===== config.mk =====
export PLATFORM = sky130hd
export DESIGN_NAME = nixie_mux_crossfade_driver_flat
export DESIGN_NICKNAME = d
export VERILOG_FILES = /design/src/rtl/core/ncf_pkg.sv /design/src/rtl/core/ncf_if.sv /design/src/rtl/core/ncf_rem.sv /design/src/rtl/core/ncf_dp.sv /design/src/rtl/core/ncf_ctrl.sv /design/src/rtl/core/nixie_mux_crossfade_driver.sv /design/src/flat_wrapper.sv
export SDC_FILE = /design/constraint.sdc
export NUM_CORES = 1
export LEC_CHECK = 0
export CORE_AREA = 2 2 203 185
export CTS_BUF_LIST = sky130_fd_sc_hd__clkbuf_16
export DETAILED_ROUTE_END_ITERATION = 8
export DIE_AREA = 0 0 205 187
export DONT_BUFFER_PORTS = 1
export SLEW_MARGIN = 0
export SYNTH_ARGS = -nofsm -noshare
export SYNTH_HDL_FRONTEND = slang
export SYNTH_SLANG_ARGS = --single-unit

===== constraint.sdc =====
create_clock -name clk -period 9.3 [get_ports clk]
set_input_delay 1.86 -clock clk [delete_from_list [all_inputs] [get_ports clk]]
set_output_delay 1.86 -clock clk [all_outputs]
set_load 0.03 [all_outputs]

===== src/rtl/core/ncf_pkg.sv =====
// ----------------------------------------------------------------------------
// ncf_pkg: shared types and constants of the nixie multiplex crossfade driver
// Holds the channel payload structs, the operation and register codes, the
// controller states and the command/status bundles between the two halves.
// ----------------------------------------------------------------------------
`default_nettype none

package ncf_pkg;

	localparam int unsigned CFG_IDX_W  = 3;
	localparam int unsigned CFG_DATA_W = 16;

	// Register indexes of the configuration port.
	localparam logic [CFG_IDX_W-1:0] REG_DOT_MODE      = 3'd0;
	localparam logic [CFG_IDX_W-1:0] REG_BLINK_MODE    = 3'd1;
	localparam logic [CFG_IDX_W-1:0] REG_FADE_LENGTH   = 3'd2;
	localparam logic [CFG_IDX_W-1:0] REG_FADE_STEP     = 3'd3;
	localparam logic [CFG_IDX_W-1:0] REG_QUARTER_ONE   = 3'd4;
	localparam logic [CFG_IDX_W-1:0] REG_QUARTER_TWO   = 3'd5;
	localparam logic [CFG_IDX_W-1:0] REG_QUARTER_THREE = 3'd6;
	localparam logic [CFG_IDX_W-1:0] REG_DIM_LEVEL     = 3'd7;

	// Operation codes carried by an input beat.
	typedef enum logic [1:0] {
		OP_TICK  = 2'd0,
		OP_FADE  = 2'd1,
		OP_CLEAR = 2'd2
	} op_t;

	// Dot, blink and dim mode codes.
	localparam logic [1:0] DOT_ON    = 2'd1;
	localparam logic [1:0] DOT_FLASH = 2'd2;
	localparam logic [1:0] BLINK_HOURS   = 2'd1;
	localparam logic [1:0] BLINK_MINUTES = 2'd2;
	localparam logic [1:0] BLINK_WHOLE   = 2'd3;
	localparam logic [1:0] DIM_DARK    = 2'd1;
	localparam logic [1:0] DIM_DARKEST = 2'd2;

	localparam logic [3:0] BLANK_CODE = 4'hf;
	localparam logic [3:0] EARLY_CUT_CODE = 4'ha;

	typedef struct packed {
		logic [1:0]  operation;
		logic [15:0] bcd_value;
	} in_item_t;

	typedef struct packed {
		logic [3:0]  cathode_code;
		logic [3:0]  anode_enable;
		logic        dot_on;
		logic        repeat_pulse;
		logic        wake_pulse;
		logic [15:0] settled_value;
	} out_item_t;

	typedef enum logic [2:0] {
		ST_IDLE,
		ST_EXEC,
		ST_DIV,
		ST_SLOW,
		ST_EMIT
	} state_t;

	// Controller to datapath.
	typedef struct packed {
		logic load;       // capture the accepted beat
		logic exec;       // per-beat update, fade setup and countdown
		logic div_start;  // start the remainder of the countdown by the step
		logic slow;       // finish the slow tick: duty, codes, anode select
		logic emit;       // copy the result into the output register
	} ctrl_cmd_t;

	// Datapath to controller.
	typedef struct packed {
		logic slow_tick;  // the beat in work is a tick that lands on a slow tick
		logic div_busy;   // remainder unit still iterating
	} dp_stat_t;

endpackage : ncf_pkg

`default_nettype wire


===== src/rtl/core/ncf_if.sv =====
// ----------------------------------------------------------------------------
// ncf_if: valid/ready channels of the nixie multiplex crossfade driver
// One interface for the input beats and one for the result beats.
// ----------------------------------------------------------------------------
`default_nettype none

interface ncf_in_if;
	logic             valid;
	logic             ready;
	ncf_pkg::in_item_t data;

	modport source (output valid, output data, input ready);
	modport sink (input valid, input data, output ready);
endinterface : ncf_in_if

interface ncf_out_if;
	logic              valid;
	logic              ready;
	ncf_pkg::out_item_t data;

	modport source (output valid, output data, input ready);
	modport sink (input valid, input data, output ready);
endinterface : ncf_out_if

`default_nettype wire


===== src/rtl/core/ncf_rem.sv =====
// ----------------------------------------------------------------------------
// ncf_rem: iterative remainder unit
// Restoring remainder of a 16-bit dividend by a 16-bit divisor, one bit per
// cycle. A zero divisor is taken as one.
// ----------------------------------------------------------------------------
`default_nettype none

module ncf_rem (
	input  wire logic        clk,
	input  wire logic        arst_n,
	input  wire logic        start,
	input  wire logic [15:0] dividend,
	input  wire logic [15:0] divisor,
	output logic             busy,
	output logic             rem_zero
);

	logic [15:0] num_q;
	logic [15:0] den_q;
	logic [15:0] rem_q;
	logic [4:0]  cnt_q;
	logic [16:0] trial;
	logic [16:0] diff;

	assign trial = {rem_q, num_q[15]};
	assign diff  = trial - {1'b0, den_q};

	always_ff @(posedge clk or negedge arst_n) begin
		if (!arst_n) begin
			cnt_q <= '0;
		end else if (start) begin
			cnt_q <= 5'd16;
		end else if (cnt_q != '0) begin
			cnt_q <= cnt_q - 5'd1;
		end
	end

	always_ff @(posedge clk) begin
		if (start) begin
			num_q <= dividend;
			den_q <= (divisor == '0) ? 16'd1 : divisor;
			rem_q <= '0;
		end else if (cnt_q != '0) begin
			num_q <= {num_q[14:0], 1'b0};
			rem_q <= diff[16] ? trial[15:0] : diff[15:0];
		end
	end

	assign busy     = (cnt_q != '0);
	assign rem_zero = (rem_q == '0);

endmodule : ncf_rem

`default_nettype wire


===== src/rtl/core/ncf_dp.sv =====
// ----------------------------------------------------------------------------
// ncf_dp: datapath of the nixie multiplex crossfade driver
// Holds the configuration registers, the display state, the remainder unit
// and the result register, and updates them on the controller's commands.
// ----------------------------------------------------------------------------
`default_nettype none

module ncf_dp (
	input  wire logic                            clk,
	input  wire logic                            arst_n,
	input  wire logic                            cfg_we,
	input  wire logic [ncf_pkg::CFG_IDX_W-1:0]  cfg_index,
	input  wire logic [ncf_pkg::CFG_DATA_W-1:0] cfg_data,
	input  wire ncf_pkg::in_item_t               in_data,
	input  wire ncf_pkg::ctrl_cmd_t              ctl,
	output ncf_pkg::dp_stat_t                    stat,
	output ncf_pkg::out_item_t                   out_data
);

	// Configuration.
	logic [1:0]  dot_mode_q;
	logic [2:0]  blink_mode_q;
	logic [15:0] fade_length_q;
	logic [15:0] fade_step_q;
	logic [15:0] quarter_one_q;
	logic [15:0] quarter_two_q;
	logic [15:0] quarter_three_q;
	logic [1:0]  dim_level_q;

	// Captured beat.
	logic [1:0]  op_q;
	logic [15:0] bcd_q;

	// Display state.
	logic [7:0]  phase_q;
	logic [15:0] blink_q;
	logic [1:0]  digit_q;
	logic [15:0] target_q;
	logic [15:0] shown_q;
	logic [15:0] from_q;
	logic [15:0] to_q;
	logic        pending_q;
	logic [15:0] remain_q;
	logic [2:0]  duty_q;
	logic [4:0]  fphase_q;
	logic        fade_act_q;
	logic [3:0]  cath_q;
	logic [3:0]  anode_q;
	logic        dot_q;
	logic        rep_q;
	logic        wake_q;

	// Per-beat logic.
	logic [7:0]  phase_nx;
	logic [4:0]  low5;
	logic        slow_tick;
	logic        duty_one;
	logic        dot_nx;
	logic        wake_nx;
	logic [15:0] blink_inc;
	logic [15:0] blink_nx;
	logic        rep_nx;
	logic        cut_nx;
	logic [15:0] fr_eff;
	logic [2:0]  duty_eff;
	logic [4:0]  fphase_eff;
	logic [15:0] fr_dec;

	// Slow tick finish.
	logic        rem_zero;
	logic        div_busy;
	logic        fade_done;
	logic [2:0]  duty_c;
	logic [4:0]  fphase_c;
	logic [15:0] from_c;
	logic [15:0] disp;
	logic [15:0] masked;
	logic [3:0]  cath_nx;

	function automatic logic [3:0] swap_nibble(input logic [3:0] x);
		return {x[0], x[3], x[1], x[2]};
	endfunction

	function automatic logic [15:0] bcd_to_codes(input logic [15:0] v);
		return {swap_nibble(v[15:12]), swap_nibble(v[11:8]),
			swap_nibble(v[7:4]), swap_nibble(v[3:0])};
	endfunction

	always_comb begin
		phase_nx  = phase_q + 8'd1;
		low5      = phase_nx[4:0];
		slow_tick = (op_q == ncf_pkg::OP_TICK) && (low5 == '0);
		duty_one  = (dot_mode_q == ncf_pkg::DOT_ON) ||
			((dot_mode_q != '0) && (blink_q <= quarter_two_q));
		dot_nx    = ((phase_nx[2:0] == '0) && duty_one) ||
			((dot_mode_q == ncf_pkg::DOT_FLASH) &&
			 ((blink_q <= 16'd4) || (phase_nx[6:0] == '0)));
		wake_nx   = (phase_nx[5:0] == '0);
		blink_inc = blink_q + 16'd1;
		blink_nx  = ({1'b0, blink_inc} > {quarter_two_q, 1'b0}) ? 16'd0 : blink_inc;
		rep_nx    = (blink_mode_q != '0) &&
			((blink_nx == quarter_one_q) || (blink_nx == quarter_two_q) ||
			 (blink_nx == quarter_three_q) || (blink_nx == 16'd1));
		cut_nx    = ((low5 == 5'h18) && (cath_q == ncf_pkg::EARLY_CUT_CODE)) ||
			((dim_level_q == ncf_pkg::DIM_DARKEST) && (low5 == 5'h08)) ||
			((dim_level_q == ncf_pkg::DIM_DARK) && (low5 == 5'h10));

		// A pending fade start replaces the countdown first.
		fr_eff     = remain_q;
		duty_eff   = duty_q;
		fphase_eff = fphase_q;
		if (pending_q) begin
			if (fade_length_q == '0) begin
				fr_eff   = 16'd1;
				duty_eff = 3'd1;
			end else begin
				fr_eff     = fade_length_q;
				duty_eff   = 3'd4;
				fphase_eff = '0;
			end
		end
		fr_dec = (fr_eff != '0) ? (fr_eff - 16'd1) : 16'd0;

		duty_c    = duty_q;
		fphase_c  = fphase_q;
		from_c    = from_q;
		fade_done = 1'b0;
		if (fade_act_q) begin
			if (rem_zero && (duty_q != '0)) begin
				duty_c = duty_q - 3'd1;
			end
			if (remain_q == '0) begin
				fade_done = 1'b1;
				fphase_c  = '0;
				from_c    = to_q;
			end
		end
		disp = ({1'b0, fphase_c[4:3]} < duty_c) ? from_c : to_q;

		masked = disp;
		if ((blink_mode_q != '0) && !blink_mode_q[2] && (blink_q > quarter_two_q)) begin
			unique case (blink_mode_q[1:0])
				ncf_pkg::BLINK_HOURS:   masked = disp | 16'hff00;
				ncf_pkg::BLINK_MINUTES: masked = disp | 16'h00ff;
				ncf_pkg::BLINK_WHOLE:   masked = 16'hffff;
				default:                masked = disp;
			endcase
		end
		cath_nx = masked[{digit_q, 2'b00} +: 4];
	end

	ncf_rem u_rem (
		.clk      (clk),
		.arst_n   (arst_n),
		.start    (ctl.div_start),
		.dividend (fr_dec),
		.divisor  (fade_step_q),
		.busy     (div_busy),
		.rem_zero (rem_zero)
	);

	assign stat.slow_tick = slow_tick;
	assign stat.div_busy  = div_busy;

	always_ff @(posedge clk or negedge arst_n) begin
		if (!arst_n) begin
			dot_mode_q      <= '0;
			blink_mode_q    <= '0;
			fade_length_q   <= '0;
			fade_step_q     <= 16'd1;
			quarter_one_q   <= 16'hffff;
			quarter_two_q   <= 16'hffff;
			quarter_three_q <= 16'hffff;
			dim_level_q     <= '0;
		end else if (cfg_we) begin
			unique case (cfg_index)
				ncf_pkg::REG_DOT_MODE:      dot_mode_q      <= cfg_data[1:0];
				ncf_pkg::REG_BLINK_MODE:    blink_mode_q    <= cfg_data[2:0];
				ncf_pkg::REG_FADE_LENGTH:   fade_length_q   <= cfg_data;
				ncf_pkg::REG_FADE_STEP:     fade_step_q     <= cfg_data;
				ncf_pkg::REG_QUARTER_ONE:   quarter_one_q   <= cfg_data;
				ncf_pkg::REG_QUARTER_TWO:   quarter_two_q   <= cfg_data;
				ncf_pkg::REG_QUARTER_THREE: quarter_three_q <= cfg_data;
				ncf_pkg::REG_DIM_LEVEL:     dim_level_q     <= cfg_data[1:0];
				default: ;
			endcase
		end
	end

	always_ff @(posedge clk) begin
		if (ctl.load) begin
			op_q  <= in_data.operation;
			bcd_q <= in_data.bcd_value;
		end
		if (ctl.emit) begin
			out_data.cathode_code  <= cath_q;
			out_data.anode_enable  <= anode_q;
			out_data.dot_on        <= dot_q;
			out_data.repeat_pulse  <= rep_q;
			out_data.wake_pulse    <= wake_q;
			out_data.settled_value <= shown_q;
		end
	end

	always_ff @(posedge clk or negedge arst_n) begin
		if (!arst_n) begin
			phase_q    <= '0;
			blink_q    <= '0;
			digit_q    <= '0;
			target_q   <= '0;
			shown_q    <= '0;
			from_q     <= 16'hffff;
			to_q       <= 16'hffff;
			pending_q  <= 1'b0;
			remain_q   <= '0;
			duty_q     <= '0;
			fphase_q   <= '0;
			fade_act_q <= 1'b0;
			cath_q     <= '0;
			anode_q    <= '0;
			dot_q      <= 1'b0;
			rep_q      <= 1'b0;
			wake_q     <= 1'b0;
		end else begin
			if (ctl.exec) begin
				dot_q  <= 1'b0;
				rep_q  <= 1'b0;
				wake_q <= 1'b0;
				unique case (op_q)
					ncf_pkg::OP_TICK: begin
						phase_q <= phase_nx;
						dot_q   <= dot_nx;
						wake_q  <= wake_nx;
						if (slow_tick) begin
							blink_q    <= blink_nx;
							rep_q      <= rep_nx;
							pending_q  <= 1'b0;
							remain_q   <= fr_dec;
							duty_q     <= duty_eff;
							fphase_q   <= fphase_eff;
							fade_act_q <= (fr_eff != '0);
						end else if (cut_nx) begin
							anode_q <= '0;
						end
					end
					ncf_pkg::OP_FADE: begin
						target_q  <= bcd_q;
						to_q      <= bcd_to_codes(bcd_q);
						pending_q <= 1'b1;
					end
					ncf_pkg::OP_CLEAR: begin
						blink_q <= '0;
					end
					default: ;
				endcase
			end
			if (ctl.slow) begin
				duty_q   <= duty_c;
				fphase_q <= fphase_c + 5'd1;
				from_q   <= from_c;
				if (fade_done) begin
					shown_q <= target_q;
				end
				cath_q  <= cath_nx;
				anode_q <= (cath_nx != ncf_pkg::BLANK_CODE) ? (4'b0001 << digit_q) : 4'b0000;
				digit_q <= digit_q + 2'd1;
			end
		end
	end

endmodule : ncf_dp

`default_nettype wire


===== src/rtl/core/ncf_ctrl.sv =====
// ----------------------------------------------------------------------------
// ncf_ctrl: controller of the nixie multiplex crossfade driver
// Sequences one beat through capture, update, remainder wait and slow tick
// finish (slow ticks only) and hand-off, and owns the valid/ready handshakes.
// ----------------------------------------------------------------------------
`default_nettype none

module ncf_ctrl (
	input  wire logic                clk,
	input  wire logic                arst_n,
	input  wire logic                in_valid,
	output logic                     in_ready,
	output logic                     out_valid,
	input  wire logic                out_ready,
	input  wire ncf_pkg::dp_stat_t   stat,
	output ncf_pkg::ctrl_cmd_t       ctl
);

	ncf_pkg::state_t state_q;
	ncf_pkg::state_t state_nx;
	logic            out_valid_q;
	logic            slot_free;

	assign slot_free = !out_valid_q || out_ready;

	always_ff @(posedge clk or negedge arst_n) begin
		if (!arst_n) begin
			state_q     <= ncf_pkg::ST_IDLE;
			out_valid_q <= 1'b0;
		end else begin
			state_q     <= state_nx;
			out_valid_q <= ctl.emit || (out_valid_q && !out_ready);
		end
	end

	always_comb begin
		state_nx = state_q;
		ctl      = '0;
		in_ready = 1'b0;
		unique case (state_q)
			ncf_pkg::ST_IDLE: begin
				in_ready = 1'b1;
				if (in_valid) begin
					ctl.load = 1'b1;
					state_nx = ncf_pkg::ST_EXEC;
				end
			end
			ncf_pkg::ST_EXEC: begin
				ctl.exec = 1'b1;
				if (stat.slow_tick) begin
					ctl.div_start = 1'b1;
					state_nx      = ncf_pkg::ST_DIV;
				end else begin
					state_nx = ncf_pkg::ST_EMIT;
				end
			end
			ncf_pkg::ST_DIV: begin
				if (!stat.div_busy) begin
					state_nx = ncf_pkg::ST_SLOW;
				end
			end
			ncf_pkg::ST_SLOW: begin
				ctl.slow = 1'b1;
				state_nx = ncf_pkg::ST_EMIT;
			end
			ncf_pkg::ST_EMIT: begin
				if (slot_free) begin
					ctl.emit = 1'b1;
					state_nx = ncf_pkg::ST_IDLE;
				end
			end
			default: begin
				state_nx = ncf_pkg::ST_IDLE;
			end
		endcase
	end

	assign out_valid = out_valid_q;

endmodule : ncf_ctrl

`default_nettype wire


===== src/rtl/core/nixie_mux_crossfade_driver.sv =====
// ----------------------------------------------------------------------------
// nixie_mux_crossfade_driver: four-digit nixie multiplex driver with crossfade
// Advances the phase and blink counters, drives the neon dot, runs a duty
// crossfade between old and new digit codes and selects the next anode.
// ----------------------------------------------------------------------------
//
//   Channel  Direction  Payload                                   Beat when
//   req      in         operation, bcd_value                      valid & ready
//   rsp      out        cathode_code, anode_enable, dot_on,       valid & ready
//                       repeat_pulse, wake_pulse, settled_value
//   cfg      in         cfg_index, cfg_data                       cfg_we
//
// A slow tick (every 32nd tick) goes through capture, update, remainder wait,
// slow tick finish and emit; the remainder of the fade countdown by the fade
// step runs one bit per cycle. Other beats skip the remainder wait and the
// slow tick finish, and the controller returns to idle before the next beat.
// One beat is in work at a time; the result register lets the next beat be
// accepted while the previous result still waits on rsp.ready. Reset (arst_n
// low) is asynchronous; it clears all but the beat, payload and divider data.
//
`default_nettype none

module nixie_mux_crossfade_driver (
	input  wire logic                            clk,
	input  wire logic                            arst_n,
	ncf_in_if.sink                               req,
	ncf_out_if.source                            rsp,
	input  wire logic                            cfg_we,
	input  wire logic [ncf_pkg::CFG_IDX_W-1:0]  cfg_index,
	input  wire logic [ncf_pkg::CFG_DATA_W-1:0] cfg_data
);

	// The controller and the datapath talk only through these two bundles.
	ncf_pkg::ctrl_cmd_t ctl;
	ncf_pkg::dp_stat_t  stat;

	// The controller owns both handshakes and walks each beat through its
	// states; the datapath never looks at valid or ready.
	ncf_ctrl u_ctrl (
		.clk       (clk),
		.arst_n    (arst_n),
		.in_valid  (req.valid),
		.in_ready  (req.ready),
		.out_valid (rsp.valid),
		.out_ready (rsp.ready),
		.stat      (stat),
		.ctl       (ctl)
	);

	// The datapath holds every register of the display and the result
	// register that drives the rsp payload.
	ncf_dp u_dp (
		.clk       (clk),
		.arst_n    (arst_n),
		.cfg_we    (cfg_we),
		.cfg_index (cfg_index),
		.cfg_data  (cfg_data),
		.in_data   (req.data),
		.ctl       (ctl),
		.stat      (stat),
		.out_data  (rsp.data)
	);

endmodule : nixie_mux_crossfade_driver

`default_nettype wire


===== src/flat_wrapper.sv =====
// flat-port wrapper written by rule: the top's interface ports become plain ports
module nixie_mux_crossfade_driver_flat 
  (clk, arst_n, cfg_we, cfg_index, cfg_data, req_valid, req_data, req_ready, rsp_valid, rsp_data, rsp_ready);
  ncf_in_if req_i ();
  ncf_out_if rsp_i ();
  input  wire logic clk;
  input  wire logic arst_n;
  input  wire logic cfg_we;
  input  wire logic [ncf_pkg::CFG_IDX_W-1:0] cfg_index;
  input  wire logic [ncf_pkg::CFG_DATA_W-1:0] cfg_data;
  input wire logic [$bits(req_i.valid)-1:0] req_valid;
  input wire logic [$bits(req_i.data)-1:0] req_data;
  output wire logic [$bits(req_i.ready)-1:0] req_ready;
  output wire logic [$bits(rsp_i.valid)-1:0] rsp_valid;
  output wire logic [$bits(rsp_i.data)-1:0] rsp_data;
  input wire logic [$bits(rsp_i.ready)-1:0] rsp_ready;
  assign req_i.valid = req_valid;
  assign req_i.data = req_data;
  assign req_ready = req_i.ready;
  assign rsp_valid = rsp_i.valid;
  assign rsp_data = rsp_i.data;
  assign rsp_i.ready = rsp_ready;
  nixie_mux_crossfade_driver u_core (.clk(clk), .arst_n(arst_n), .req(req_i), .rsp(rsp_i), .cfg_we(cfg_we), .cfg_index(cfg_index), .cfg_data(cfg_data));
endmodule

=== Yosys cells after proc, flatten, opt, wreduce, memory -nomap -nowiden ===
Cells that the tools add are included.

* Latch bits: 0
* Register bits: 316
* Bits in read-only memories: 0
* Memory bits (writable): 0
* Memories kept: 0
* Logic and storage cells: 215

* Multiply operators: 0
* Magnitude comparators: 5
* Equality and inequality tests: 35
* Mux-type cells: 59
* $add $sub $neg: 8
* Shift operators: 2
* Reductions and logical operators: 67
* Bitwise gates (word level): 0
* Div/mod/pow operators: 0

{| class="wikitable"
|+ Operators by type and width
! kind !! count
|-
| 16-bit 2-to-1 mux || 12
|-
| 16-bit zero test || 4
|-
| 5-bit 2-to-1 mux || 10
|-
| 16-bit equality test || 3
|-
| 16-bit case mux with 3 select lines || 1
|-
| 3-bit 2-to-1 mux || 12
|-
| 16-bit case mux with 2 select lines || 1
|-
| 4-bit 2-to-1 mux || 6
|-
| 2-bit AND reduction || 11
|-
| 2-bit nonzero test || 9
|-
| 16-bit by 17-bit greater-than comparator with 1-bit output || 1
|-
| 17-bit by 16-bit subtractor with 17-bit output || 1
|-
| 16-bit by 1-bit adder with 16-bit output (second input constant) || 1
|-
| 16-bit by 1-bit equality test with 1-bit output (second input constant) || 1
|-
| 16-bit greater-than comparator || 1
|-
| 16-bit less-or-equal comparator || 1
|-
| 16-bit by 3-bit less-or-equal comparator with 1-bit output (second input constant) || 1
|-
| 16-bit nonzero test || 1
|-
| 16-bit by 5-bit variable part select with 4-bit output || 1
|-
| 16-bit by 1-bit subtractor with 16-bit output (second input constant) || 1
|-
| 3-bit equality test (second input constant) || 5
|-
| 3-bit case mux with 5 select lines || 1
|-
| 1-bit 2-to-1 mux || 14
|-
| 3-bit by 2-bit equality test with 1-bit output (second input constant) || 4
|-
| 31 further kinds || 73
|}

=== Logic depth before layout (Yosys ltp) ===
* Depth in word-level cells: 12
* Depth in mapped cells: 18
* Depth with buffers taken out: 17

=== Hierarchy ===
From an unflattened synthesis, not the netlist that was laid out.

* Cells, all modules: 1509
* Area total of the unflattened synthesis: 16469.5 um^2

{| class="wikitable"
|+ By module, submodules not included
! module !! area each (um^2) !! times used !! cells an instance !! seq. area each (um^2)
|-
| ncf_dp || 12998.7 || 1 || 1149 || 6782.8
|-
| ncf_rem || 3243.1 || 1 || 337 || 1406.3
|-
| ncf_ctrl || 227.7 || 1 || 23 || 100.1
|}

=== Worst setup path after synthesis ===
No wires, ideal clock.

* Kind: register -> register
* Start: register u_core.u_dp.blink_q[1]
* End: register u_core.u_dp.rep_q
* Path slack: 5122 ps
* Cell stages (with the launch flop): 17
* Data arrival time: 4052 ps
* Path buffers: 1
* Required time: 9174 ps
* Period minus slack after synthesis: 4178 ps
* Cell sequence: dfrtp_1 > ha_1 > nand3_1 > nor2_1 > nand2_1 > xor2_1 > inv_1 > ha_1 > nand4_1 > or3_1 > o221a_2 > nor2_1 > clkbuf_1 > o21ai_0 > a221oi_1 > nor4_1 > a221o_1

* Longest elaborated chain between the ends: 10
* Elaborated cells between the ends (all ways): 13

{| class="wikitable"
|+ RTL lines
! element !! RTL line !! text
|-
| start, declared || ncf_dp.sv:36 || <nowiki>logic [15:0] blink_q;</nowiki>
|-
| start signal, assigned || ncf_dp.sv:235 || <nowiki>blink_q <= blink_nx;</nowiki>
|-
| 16-bit by 1-bit adder with 16-bit output * || ncf_dp.sv:99 || <nowiki>blink_inc = blink_q + 16'd1;</nowiki>
|-
| 16-bit by 17-bit greater-than comparator with 1-bit output || ncf_dp.sv:100 || <nowiki>blink_nx = ({1'b0, blink_inc} > {quarter_two_q, 1'b0}) ? 16'd0 : blink_inc;</nowiki>
|-
| 16-bit 2-to-1 mux * || ncf_dp.sv:100 ||
|-
| 16-bit equality test || ncf_dp.sv:102 || <nowiki>((blink_nx == quarter_one_q) || (blink_nx == quarter_two_q) ||</nowiki>
|-
| 1-bit logical OR (2 in a row) || ncf_dp.sv:102 ||
|-
| 1-bit logical OR * || ncf_dp.sv:103 || <nowiki>(blink_nx == quarter_three_q) || (blink_nx == 16'd1));</nowiki>
|-
| 1-bit logical AND * || ncf_dp.sv:101 || <nowiki>rep_nx = (blink_mode_q != '0) &&</nowiki>
|-
| 1-bit 2-to-1 mux * || ncf_dp.sv:234 || <nowiki>if (slow_tick) begin</nowiki>
|-
| 1-bit 2-to-1 mux * || ncf_dp.sv:229 || <nowiki>unique case (op_q)</nowiki>
|-
| end signal, assigned || ncf_dp.sv:236 || <nowiki>rep_q <= rep_nx;</nowiki>
|-
| end, declared || ncf_dp.sv:50 || <nowiki>logic rep_q;</nowiki>
|}

Every way passes the cells marked *; elsewhere a longest branch is shown, timed or not.
A chain may end at the register's enable or synchronous reset.

=== Worst setup path after layout ===
* Start: register u_core.u_dp.blink_q[0]
* End: register u_core.u_dp.rep_q

The elaborated chain is that of the path after synthesis.

==> qor.csv <==
metric,value,unit
Pre-antenna DRT Iters,7,
DR vias/cell,5.701,
Area after DPL,16680,sq um
CTS Buffer Depth,3,
Final Instance Area,17880,sq um
"antenna viol nets, final",0,
DP Wirelength,28970,um
Crit Path Category,reg2reg,
Max Cap Viol,0,
"commonest cells after routing, fill and taps aside","198 x nand2_1, 141 x dfrtp_1, 119 x mux2_2",
syn nets,1625,
clock skew,0.008735,ns
Cell Int Power,3.311,mW
status,completed,
area grow syn2layout,10.52,%
worst-margin pin slew,1.282,ns
Yosys top cell by area,dfrtp_1,
Power Dens Cells,279.3,nW/um^2
row count,67,
Worst Hold Class,reg2reg,
startpoint types,flip-flop,
post-CTS sizing,0,
fin util,48.91,%
"FFs w/ async S/R, synth",70.48,%
"Clk Latency, worst-skew pair",0.52,ns
H-tree lvl count,2,
largest stage delay on the critical path,1.00,ns
power share of the combinational group,26.6,%
RSZ-0062 raised after global routing,false,
crit share post-route,63.22,%
GP Congestion,0.8957,
# fillers,3390,
"FF+latch count, synth",315,
PortBufs,0,
Avg WL per Cell,20.13,um
DRC Markers,0,
share of layout cells above drive strength 1,19.29,%
Worst-path clk slew,0.06,ns
crit path max fanout,32,
WP buf/inv,1,
initial antenna violation count,3,
"Avg Cell Area, Syn",10.64,sq um
CP required,9.77,ns
"commonest non-fill, non-tap cell in the layout",nand2_1,
Clock power frac,28.6,%
relative slew slack,14.45,%
Setup TNS,0,ns
Switch Pwr,1.681,mW
Leak,7.708,nW
hold buffer count at cts,0,
Most used DFF post-synth,dfrtp_1,
# IOs,71,
FMAX,170.1,MHz
largest net degree at the start of global routing,223,
Ys Warns,0,
min-delay src,u_core.u_dp.shown_q[11],
max-slew violation count,0,
CTS Sinks,315,
nets,1617,
CP top delay family,simple AND/OR/NAND/NOR gates,
Period minus WS final,5.880,ns
routed via count,11540,
Starting Density,44.26,%
"Seq/Total Area, Yosys",51.25,%
final wirelength,40740,um
total power,4.992,mW
die width,205,um
first-pass GRT wire length,64200,um
CTS tree,yes,
Cells after Synth,1520,
number of global-route vias before repair,11160,
switching share of power,33.67,%
Die Area,38340,sq um
clock root buffer,clkbuf_16,
FF-to-FF Start,u_core.u_dp.blink_q[0],
synth top area cells,"dfrtp_1 22%, edfxtp_1 14%, dfstp_2 13%, mux2_2 8.3%, ha_1 4.8%",
CP startpoint,u_core.u_dp.blink_q[0],
# Post-CTS Setup Buffers,0,
CP dominant cell by count,ha_1,
Placeable Area,36550,sq um
# setup viols final,0,
GRT Util Overall,21.49,%
Max VDD drop,0.1513,mV
gr ovfl total,0,
Syn Std Cell Area,16180,sq um
hold_ws,0.4433,ns
Flop pwr share,44.8,%
Yosys top cell area share,21.81,%
kind of end point of the critical path,flip-flop,
"Arr. time, crit path",6.35,ns
Post-synth EDFFs,77,
Initial DRC Count,754,
"Hold Violations, Final",0,
CTS Buf Count,36,
Synth cell types,78,
worst path cell trace,ha_1 > nand3_1 > nor4_1 > xnor2_1 > inv_2 > ha_1 > nand4_1 > or3_1 > o221a_2 > nor2_2 > a21oi_1 > o32ai_1 > o2111ai_1 > o31ai_1 > a221o_1,
Slowest cell on crit path,nor2_2,
die height,187,um
-- synthesized netlist by cell type, types with 24 or more instances --
master    count
mux2i_1      33
mux2_2      119
ha_1         62
nor3_1       48
xnor2_1      61
nand3_1      48
o21ai_0      95
nand2_1     198
nor2_1       72
clkbuf_1     55
nand4_1      24
edfxtp_1     77
a21oi_1      54
nor4_1       24
dfrtp_1     141
inv_1        65
dfstp_2      81
-- registers in the layout, indices dropped and copies added, names as in the netlist, 7 cells and up --
name	flops
u_core.u_dp.out_data	27
u_core.u_dp.bcd_q	16
u_core.u_dp.blink_q	16
u_core.u_dp.fade_length_q	16
u_core.u_dp.fade_step_q	16
u_core.u_dp.from_q	16
u_core.u_dp.quarter_one_q	16
u_core.u_dp.quarter_three_q	16
u_core.u_dp.quarter_two_q	16
u_core.u_dp.remain_q	16
u_core.u_dp.shown_q	16
u_core.u_dp.target_q	16
u_core.u_dp.to_q	16
u_core.u_dp.u_rem.den_q	16
u_core.u_dp.u_rem.num_q	16
u_core.u_dp.u_rem.rem_q	16
u_core.u_dp.phase_q	7
-- metal layers --
metal / track usage [%] / part of all wire, % / wire, um
met1: 31.26 / 48 / 19670
met2: 33.11 / 45 / 18400
met3: 4.111 / 4.7 / 1918
met4: 5.257 / 1.9 / 757
met5: 0 / 0 / 0
-- cell families (layout without fill, tap and decap cells) --
kind of cell,after synthesis,count (layout),synth area share [%]
simple gates,503,503,15.21
flops,315,315,51.25
compound gates,279,279,10.99
mux,153,153,10.40
buf+inv,132,152,3.125
xor+xnor,75,75,4.107
fa+ha+maj,63,63,4.920
other cells,0,1,0
-- per-stage QoR --
| stage | cells | setup WS (ns) |
|---|---|---|
| floorplan | 1520 | 5.122 |
| global placement | 1957 | 3.765 |
| detailed placement | 1957 | 3.584 |
| CTS | 2023 | 3.558 |
| global route | 2023 | 3.151 |
| finish | 2024 | 3.420 |
-- final timing paths --
kind                                                end  slack (ns)  depth (start not counted)
max                                   u_core.u_dp.rep_q        3.42                         15
min                            u_core.u_dp.out_data[11]        0.44                          0
max reg2reg                           u_core.u_dp.rep_q        3.42                         15
min reg2reg                    u_core.u_dp.out_data[11]        0.44                          0
max in group asynchronous  u_core.u_dp.quarter_two_q[8]        7.80                          0
min in group asynchronous        u_core.u_dp.shown_q[4]        1.04                          0
-- worst reg2reg max path: cells and delay by family (launching register included) --
| kind | cells | cell delay (ns) |
|---|---|---|
| flip-flops | 1 | 0.63 |
| AND/OR/NAND/NOR | 5 | 2.49 |
| AO/OA/AOI/OAI | 6 | 1.45 |
| buffers and inverters | 1 | 0.16 |
| adder cells (fa/ha/maj) | 2 | 0.66 |
| XOR/XNOR | 1 | 0.45 |
-- final cells by class --
type | count | area, sq um | area share (%)
Antenna cell | 1 | 2.502 | 0.01400
Clock buffer | 38 | 950.9 | 5.319
Clock inverter | 28 | 241.5 | 1.351
Inverter | 69 | 259.0 | 1.449
Multi-Input combinational cell | 1073 | 7402 | 41.41
Sequential cell | 315 | 8289 | 46.37
Tap cell | 483 | 604.3 | 3.380
Timing Repair Buffer | 17 | 127.6 | 0.7139
-- power groups by stage --
stage | Combinational, mW | Clock (mW) | Sequential [mW]
final | 1.33 | 1.43 | 2.24
after global routing | 1.49 | 1.51 | 2.29
after CTS | 1.33 | 1.47 | 2.24
after detailed placement | 1.32 | 0 | 2.25
after global placement | 1.29 | 0 | 2.25
after floorplan | 1.08 | 0 | 2.13
Note: power is estimated with default switching activity, not from simulation.
